$ cat config.mk
export PLATFORM = sky130hd
export DESIGN_NAME = zlib_stored_stream_framer_top
export DESIGN_NICKNAME = d
export VERILOG_FILES = /design/src/rtl/zssf_pkg.sv /design/src/rtl/zssf_framer_core.sv /design/src/rtl/zssf_run_emitter.sv /design/src/rtl/zlib_stored_stream_framer_top.sv
export SDC_FILE = /design/constraint.sdc
export NUM_CORES = 1
export LEC_CHECK = 0
export BUFFER_PORTS_ARGS = -buffer_cell sky130_fd_sc_hd__buf_2
export CORE_ASPECT_RATIO = 0.6
export CORE_MARGIN = 10
export CORE_UTILIZATION = 30
export CTS_BUF_LIST = sky130_fd_sc_hd__clkbuf_8 sky130_fd_sc_hd__clkbuf_16
export DETAILED_ROUTE_END_ITERATION = 8
export GPL_TIMING_DRIVEN = 0
export SLEW_MARGIN = 20
export SYNTH_ARGS = -nofsm -noshare
export SYNTH_HDL_FRONTEND = slang
export SYNTH_SLANG_ARGS = --single-unit
export TNS_END_PERCENT = 10
$ cat constraint.sdc
create_clock -name clk_i -period 17 [get_ports clk_i]
set_clock_uncertainty 0.05 [all_clocks]
set_input_delay 4.25 -clock clk_i [delete_from_list [all_inputs] [get_ports clk_i]]
set_output_delay 4.25 -clock clk_i [all_outputs]
set_load 0.02 [all_outputs]
$ cat src/rtl/zssf_pkg.sv
package zssf_pkg;

  // Stream and block framing constants
  localparam logic [7:0]  ZLIB_CMF        = 8'h78;
  localparam logic [7:0]  ZLIB_FLG        = 8'h01;
  localparam int          BLK_LEN_W       = 16;
  localparam logic [BLK_LEN_W-1:0] MAX_BLOCK_BYTES = 16'hFFFF;
  localparam int          STREAM_LEN_W    = 32;
  localparam int          ADLER_W         = 16;
  localparam logic [ADLER_W:0] ADLER_MOD  = 17'd65521;
  localparam logic [7:0]  BFINAL_LAST     = 8'h01;
  localparam logic [7:0]  BFINAL_MORE     = 8'h00;

  // One accepted item yields at most this many output bytes
  localparam int RUN_MAX   = 10;
  localparam int RUN_IDX_W = $clog2(RUN_MAX);
  localparam logic [RUN_IDX_W-1:0] IDX_HDR_ONLY = RUN_IDX_W'(1);
  localparam logic [RUN_IDX_W-1:0] IDX_HDR_TRL  = RUN_IDX_W'(5);
  localparam logic [RUN_IDX_W-1:0] BLK_HDR_LEN  = RUN_IDX_W'(5);
  localparam logic [RUN_IDX_W-1:0] TRAILER_LEN  = RUN_IDX_W'(4);

  typedef enum logic {
    OP_START = 1'b0,
    OP_DATA  = 1'b1
  } opcode_e;

  // Bytes caused by one item; entry 0 goes out first
  typedef struct packed {
    logic [RUN_MAX-1:0][7:0] bytes;
    logic [RUN_IDX_W-1:0]    last_idx;
    logic                    done;
    logic                    ovr;
  } run_t;

endpackage

$ cat src/rtl/zssf_framer_core.sv
module zssf_framer_core (
  input  logic                                clk_i,
  input  logic                                rst_ni,
  input  logic                                take_i,
  input  logic                                opcode_i,
  input  logic [7:0]                          data_byte_i,
  input  logic [zssf_pkg::STREAM_LEN_W-1:0]   stream_length_i,
  output zssf_pkg::run_t                      run_o
);
  import zssf_pkg::*;

  logic [ADLER_W-1:0]      sum_low_q, sum_low_d;
  logic [ADLER_W-1:0]      sum_high_q, sum_high_d;
  logic [STREAM_LEN_W-1:0] left_q, left_d;
  logic [BLK_LEN_W-1:0]    blk_rem_q, blk_rem_d;

  logic [ADLER_W:0]        low_sum, high_sum;
  logic [ADLER_W-1:0]      low_new, high_new;
  logic [BLK_LEN_W-1:0]    blk_len, blk_nlen;
  logic                    blk_final;
  logic                    need_hdr, need_trl;
  logic [7:0]              bfinal;
  logic [RUN_IDX_W-1:0]    base_idx;

  // Adler-32 update, each half reduced by one conditional subtract
  always_comb begin
    low_sum  = {1'b0, sum_low_q} + {{(ADLER_W-8+1){1'b0}}, data_byte_i};
    low_new  = (low_sum >= ADLER_MOD) ? ADLER_W'(low_sum - ADLER_MOD) : low_sum[ADLER_W-1:0];
    high_sum = {1'b0, sum_high_q} + {1'b0, low_new};
    high_new = (high_sum >= ADLER_MOD) ? ADLER_W'(high_sum - ADLER_MOD)
                                       : high_sum[ADLER_W-1:0];
  end

  // Stored-block header fields
  always_comb begin
    blk_final = (left_q <= STREAM_LEN_W'(MAX_BLOCK_BYTES));
    blk_len   = blk_final ? left_q[BLK_LEN_W-1:0] : MAX_BLOCK_BYTES;
    blk_nlen  = ~blk_len;
    bfinal    = blk_final ? BFINAL_LAST : BFINAL_MORE;
    need_hdr  = (blk_rem_q == '0);
    need_trl  = (left_q == STREAM_LEN_W'(1));
  end

  // Run builder and next state
  always_comb begin
    run_o      = '0;
    sum_low_d  = sum_low_q;
    sum_high_d = sum_high_q;
    left_d     = left_q;
    blk_rem_d  = blk_rem_q;
    base_idx   = '0;
    if (opcode_i == OP_START) begin
      run_o.bytes[0] = ZLIB_CMF;
      run_o.bytes[1] = ZLIB_FLG;
      sum_low_d      = ADLER_W'(1);
      sum_high_d     = '0;
      left_d         = stream_length_i;
      blk_rem_d      = '0;
      if (stream_length_i == '0) begin
        // empty stream: trailer of the initial checksum
        run_o.bytes[5] = 8'h01;
        run_o.last_idx = IDX_HDR_TRL;
        run_o.done     = 1'b1;
      end else begin
        run_o.last_idx = IDX_HDR_ONLY;
      end
    end else if (left_q == '0) begin
      // no open stream: drop the byte
      run_o.ovr      = 1'b1;
      run_o.last_idx = '0;
    end else begin
      if (need_hdr) begin
        run_o.bytes[0] = bfinal;
        run_o.bytes[1] = blk_len[7:0];
        run_o.bytes[2] = blk_len[15:8];
        run_o.bytes[3] = blk_nlen[7:0];
        run_o.bytes[4] = blk_nlen[15:8];
        base_idx       = BLK_HDR_LEN;
        blk_rem_d      = blk_len - BLK_LEN_W'(1);
      end else begin
        blk_rem_d      = blk_rem_q - BLK_LEN_W'(1);
      end
      run_o.bytes[base_idx] = data_byte_i;
      if (need_trl) begin
        run_o.bytes[base_idx + RUN_IDX_W'(1)] = high_new[15:8];
        run_o.bytes[base_idx + RUN_IDX_W'(2)] = high_new[7:0];
        run_o.bytes[base_idx + RUN_IDX_W'(3)] = low_new[15:8];
        run_o.bytes[base_idx + RUN_IDX_W'(4)] = low_new[7:0];
        run_o.last_idx = base_idx + TRAILER_LEN;
        run_o.done     = 1'b1;
      end else begin
        run_o.last_idx = base_idx;
      end
      sum_low_d  = low_new;
      sum_high_d = high_new;
      left_d     = left_q - STREAM_LEN_W'(1);
    end
  end

  // Stream state registers
  always_ff @(posedge clk_i or negedge rst_ni) begin
    if (!rst_ni) begin
      sum_low_q  <= ADLER_W'(1);
      sum_high_q <= '0;
      left_q     <= '0;
      blk_rem_q  <= '0;
    end else if (take_i) begin
      sum_low_q  <= sum_low_d;
      sum_high_q <= sum_high_d;
      left_q     <= left_d;
      blk_rem_q  <= blk_rem_d;
    end
  end

endmodule

$ cat src/rtl/zssf_run_emitter.sv
module zssf_run_emitter (
  input  logic           clk_i,
  input  logic           rst_ni,
  input  zssf_pkg::run_t run_i,
  input  logic           load_i,
  output logic           free_o,
  output logic           out_valid_o,
  input  logic           out_ready_i,
  output logic [7:0]     out_byte_o,
  output logic           last_of_run_o,
  output logic           stream_done_o,
  output logic           overrun_o
);
  import zssf_pkg::*;

  run_t                 run_q, run_d;
  logic                 busy_q, busy_d;
  logic [RUN_IDX_W-1:0] idx_q, idx_d;
  logic                 at_last, xfer;

  assign at_last       = (idx_q == run_q.last_idx);
  assign xfer          = busy_q && out_ready_i;
  assign free_o        = !busy_q || (out_ready_i && at_last);
  assign out_valid_o   = busy_q;
  assign out_byte_o    = run_q.bytes[idx_q];
  assign last_of_run_o = at_last;
  assign stream_done_o = run_q.done && at_last;
  assign overrun_o     = run_q.ovr;

  // Step through the held run; a new run loads when idle or as the last byte leaves
  always_comb begin
    run_d  = run_q;
    busy_d = busy_q;
    idx_d  = idx_q;
    if (xfer) begin
      if (at_last) begin
        busy_d = 1'b0;
      end else begin
        idx_d = idx_q + RUN_IDX_W'(1);
      end
    end
    if (load_i) begin
      run_d  = run_i;
      busy_d = 1'b1;
      idx_d  = '0;
    end
  end

  always_ff @(posedge clk_i or negedge rst_ni) begin
    if (!rst_ni) begin
      busy_q <= 1'b0;
      idx_q  <= '0;
    end else begin
      busy_q <= busy_d;
      idx_q  <= idx_d;
    end
  end

  always_ff @(posedge clk_i) begin
    run_q <= run_d;
  end

endmodule

$ cat src/rtl/zlib_stored_stream_framer_top.sv
// The first byte of an item's result run is valid in the cycle after the input transfer.
// One output byte per cycle while out_ready is high; an item causing n bytes (1 to 10) holds
//   the output until all n have left; the next item is taken in the cycle its last byte leaves.
// Single-byte items therefore flow at one per cycle; the output register sets the pace.
// Reset: no stream open, Adler-32 = 1, stream_length = 0, output empty.
module zlib_stored_stream_framer_top (
  input  logic        clk_i,
  input  logic        rst_ni,
  input  logic        in_valid_i,
  output logic        in_ready_o,
  input  logic        opcode_i,
  input  logic [7:0]  data_byte_i,
  output logic        out_valid_o,
  input  logic        out_ready_i,
  output logic [7:0]  out_byte_o,
  output logic        last_of_run_o,
  output logic        stream_done_o,
  output logic        overrun_o,
  input  logic        cfg_valid_i,
  output logic        cfg_ready_o,
  input  logic [31:0] stream_length_i
);
  import zssf_pkg::*;

  logic [STREAM_LEN_W-1:0] stream_length_q;
  run_t                    run;
  logic                    free, take;

  assign cfg_ready_o = 1'b1;
  assign in_ready_o  = free;
  assign take        = in_valid_i && free;

  // Configuration register
  always_ff @(posedge clk_i or negedge rst_ni) begin
    if (!rst_ni) begin
      stream_length_q <= '0;
    end else if (cfg_valid_i && cfg_ready_o) begin
      stream_length_q <= stream_length_i;
    end
  end

  zssf_framer_core u_core (
    .clk_i           (clk_i),
    .rst_ni          (rst_ni),
    .take_i          (take),
    .opcode_i        (opcode_i),
    .data_byte_i     (data_byte_i),
    .stream_length_i (stream_length_q),
    .run_o           (run)
  );

  zssf_run_emitter u_emit (
    .clk_i         (clk_i),
    .rst_ni        (rst_ni),
    .run_i         (run),
    .load_i        (take),
    .free_o        (free),
    .out_valid_o   (out_valid_o),
    .out_ready_i   (out_ready_i),
    .out_byte_o    (out_byte_o),
    .last_of_run_o (last_of_run_o),
    .stream_done_o (stream_done_o),
    .overrun_o     (overrun_o)
  );

  // An accepted item always shows a result next cycle
  a_take_shows: assert property (@(posedge clk_i) disable iff (!rst_ni)
    take |=> out_valid_o) else $error("accepted item produced no result");

  // A dropped byte is a single zero result
  a_ovr_single: assert property (@(posedge clk_i) disable iff (!rst_ni)
    out_valid_o && overrun_o |-> last_of_run_o && out_byte_o == 8'h00)
    else $error("overrun result malformed");

  // End of stream is always the end of its run
  a_done_last: assert property (@(posedge clk_i) disable iff (!rst_ni)
    out_valid_o && stream_done_o |-> last_of_run_o && !overrun_o)
    else $error("stream_done not on final byte");

  // No new item while a run still has bytes left
  a_no_overlap: assert property (@(posedge clk_i) disable iff (!rst_ni)
    out_valid_o && !last_of_run_o |-> !in_ready_o)
    else $error("input taken mid-run");

endmodule

==> run_results.csv <==
group,metric,value,unit
status,status,"finished, final reports clean",
yosys,synth.cell_area,12300,um^2
drt,totalWireLength,42900,um
place,place_ws,4.74,ns
drt,drtPass1Iterations,6,
sta,fin_crit,12.17,ns
cells_and_area,fin_util,0.350,
yosys,synth_edf_count,85,
yosys,synth_fp_nets,1360,
cells_and_area,fillCellCount,4078,
worst_setup_path,crit_type,"in -> reg",
worst_setup_path,worst-r2r-setup-slack,8.27,ns
drt,postRouteAntennaNets,0,
die,die-area,49600,um^2
cells_and_area,drive_above_1_share,0.133,
sta,worst_slack,4.83,ns
grt,antenna_found_initial,1,
job,drv_cap,0,
power_and_ir_drop,ir_drop,0.150,mV
worst_setup_path,worstPathMaxFanout,10,
worst_setup_path,cp-start-kind,"input pin",
drt,vias,10900,
yosys,synth_top_cell_by_area,"dfrtp_1",
cts,insertion_delay,0.54,ns
cells_and_area,fin_area,14100,um^2
power_and_ir_drop,total_power,2.63,mW
yosys,yosysUniqueCellTypes,88,
grt,grt_first_pass_wirelength,64400,um
die,pin_count,60,
grt,grt_util_met1,0.252,
sta,setup_violations,0,
drt,via_per_inst,5.74,
drt,drc_errors,0,
yosys,async_flop_share,0.579,
sta,drv_slew,0,
cells_and_area,synthToLayoutAreaGrowth,15.2,%
cts,clockBufferDepth,3,
worst_setup_path,crit_chain,"buf_2 -> ha_1 -> inv_1 -> fa_1 -> and2b_1 -> o221ai_2 -> a211oi_2 -> mux2_2 -> nor4_1 -> o21ai_0 -> xor2_1 -> inv_1 -> ha_1 -> and3_1 -> a221o_1 -> a21oi_1 -> xnor2_1 -> nand4_2 -> o31ai_4 -> nand2_1 -> a21oi_1 -> o21ai_0",
worst_setup_path,critPathRequiredTime,17.16,ns
sta,slew_headroom,0.240,
sta,layout_worst_path_cycle_share,0.716,
yosys,synth_flop_cell,"dfrtp_1",
sta,worst_pin_slew,1.13,ns
cts,clkSlewWorstSetupHoldPaths,0.07,ns
sta,finalHoldViolCount,0,
sta,rsz0062_at_grt,"no",
die,num_rows,57,
yosys,yosys-top-cells-area,"dfrtp_1 24%, edfxtp_1 21%, o21ai_0 4.3%, nand2_1 3.7%, nor2_1 3.7%",
power_and_ir_drop,powerDensity,187,nW/um^2
worst_setup_path,crit_start,"data_byte_i[0]",
place,hpwl,32800,um
cts,cts_tree,"yes",
cells_and_area,diodes,0,
cts,clock-sinks,202,
yosys,synth.avg_cell_area,9.59,um^2
yosys,syn_inst,1278,
die,die-height,177,um
grt,grtUsageTotal,0.169,
worst_setup_path,worstSetupEndpointType,"flip-flop",
grt,overflow,0,
yosys,yosys_warnings,0,
worst_setup_path,crit_slowest_cell,"xor2_1",
cts,cts_resized,0,
drt,wl_per_cell,22.5,um
cells_and_area,nets,1442,
worst_setup_path,critical_path_arrival,12.33,ns
cts,numCtsBuffers,22,
die,core,40400,um^2
yosys,ys_seq_area_frac,0.447,
hold_path,hold_path.class,"reg -> reg",
yosys,synth_top_area_frac,0.237,
worst_setup_path,r2r-end,"u_emit.run_q[26]",
worst_setup_path,reg2reg_from,"u_core.sum_low_q[0]",
worst_setup_path,rr_worst_depth,21,
grt,busiest_layer,"met1",
place,portBuffers,56,
sta,fin_tns_setup,0,ns
grt,grt_pass1_vias,10300,
sta,max_freq,82.2,MHz
cts,ctsRootBufferMaster,"clkbuf_16",
power_and_ir_drop,p_leak,5.39,nW
die,die_w,281,um
cts,postCtsHoldBufs,0,
grt,grt_max_degree,92,
hold_path,hold_start,"u_core.sum_low_q[5]",
grt,use_met2,0.224,
hold_path,hold_depth,2,
cts,htreeDepth,1,
yosys,synth-seq-cells,202,
grt,use_met3,0.0638,
hold_path,holdPathEnd,"u_core.sum_low_q[5]",
cts,post_cts_buffers,0,
die,start_util,0.304,
place,placed_area,13300,um^2
worst_setup_path,max_stage_delay,0.77,ns
place,gp_congestion,0.955,
drt,drtIter0Drc,1505,
layout by cell type, fill, tap and decap left out, types with 17 or more instances in the layout:
master / Yosys / layout
clkbuf_1: 58 / 58
a21oi_1: 72 / 72
inv_1: 39 / 38
o21ai_0: 105 / 105
o22ai_1: 54 / 54
nand3_1: 47 / 47
clkbuf_16: 0 / 23
edfxtp_1: 85 / 85
buf_2: 5 / 60
dfrtp_1: 116 / 116
mux2i_1: 31 / 31
xnor2_1: 17 / 17
mux2_2: 34 / 34
nor4_1: 23 / 23
ha_1: 34 / 34
nor3_1: 40 / 40
nor2_1: 120 / 120
and3_1: 22 / 22
nand2_1: 120 / 120
final cells by class:
cell class,count,area [um^2],area share
Clock inverter,16,256,0.0182
Sequential cell,202,5480,0.388
Inverter,40,153,0.0108
Clock buffer,24,589,0.0418
Buffer,72,280,0.0199
Timing Repair Buffer,58,345,0.0245
Multi-Input combinational cell,964,6340,0.449
Tap cell,531,664,0.0471
Yosys cell counts, types with 4 or more instances:
cell,count
a211oi_1,7
a21o_1,14
a21oi_1,72
a22o_1,8
a22oi_1,7
a31oi_1,4
and2_1,10
and3_1,22
buf_1,8
buf_2,5
clkbuf_1,58
dfrtp_1,116
edfxtp_1,85
ha_1,34
inv_1,39
mux2_2,34
mux2i_1,31
mux4_2,16
nand2_1,120
nand2b_1,10
nand3_1,47
nand3b_1,4
nand4_1,8
nor2_1,120
nor3_1,40
nor3b_1,7
nor4_1,23
nor4b_1,4
o211ai_1,8
o21a_1,11
o21ai_0,105
o221ai_1,5
o22ai_1,54
o31a_1,5
o31ai_1,7
or2_2,9
or3_1,10
or4_1,7
xnor2_1,17
xor2_1,16
flip-flops by register name (all words and copies together) (netlist names):
name                cells
u_emit.run_q           84
stream_length_q        32
u_core.left_q          32
u_core.blk_rem_q       16
u_core.sum_high_q      16
u_core.sum_low_q       16
u_emit.idx_q            4
u_emit.out_valid_o      1
u_emit.overrun_o        1
critical path, delay by kind of cell:
| family | cells | cell delay, ns |
|---|---|---|
| buffers and inverters | 3 | 0.39 |
| adders and majority gates | 3 | 1.03 |
| xor gates and xnor gates | 2 | 1.13 |
| and+or+nand+nor | 5 | 1.65 |
| muxes | 1 | 0.48 |
| AOI/OAI and AO/OA | 8 | 3.37 |
worst max path at each step:
stage                  endpoint  slack (ns)  cells after the start
2_1_floorplan  u_emit.run_q[17]        6.78                     22
3_3_place_gp   u_emit.run_q[26]        4.72                     22
3_5_place_dp   u_emit.run_q[26]        4.74                     22
6_report       u_emit.run_q[26]        4.83                     22
5_1_grt        u_emit.run_q[26]        4.65                     23
4_1_cts        u_emit.run_q[26]        5.24                     22
kinds of logic (layout without fill, tap and decap cells):
group / count (synthesis) / count (layout) / synth area share
xor+xnor: 33 / 33 / 0.0236
compound gates: 351 / 351 / 0.183
mux: 81 / 81 / 0.0860
fa+ha+maj: 36 / 36 / 0.0380
buf+inv: 112 / 210 / 0.0351
simple gates: 462 / 462 / 0.187
other cells: 1 / 1 / 0.000306
flops: 202 / 202 / 0.447
metal layers:
layer / wire [um] / vias up
met4: 743 / 4
met5: 77 / -
met3: 5690 / 63
li1: - / 4957
met2: 16700 / 592
met1: 19700 / 5324
per-stage QoR:
stage,cells,hold slack [ns]
finish,1907,0.440
CTS,1907,0.443
global placement,1865,0.420
floorplan,1278,0.404
detailed placement,1867,0.428
global route,1907,0.461
power breakdown:
part	total (mW)	leakage, nW	switching, mW	internal [mW]
combinational	1.40	2.71	0.943	0.456
clock	0.563	0.411	0.217	0.346
sequential	0.672	2.27	0.0687	0.603
Note: power is estimated with default switching activity, not from simulation.
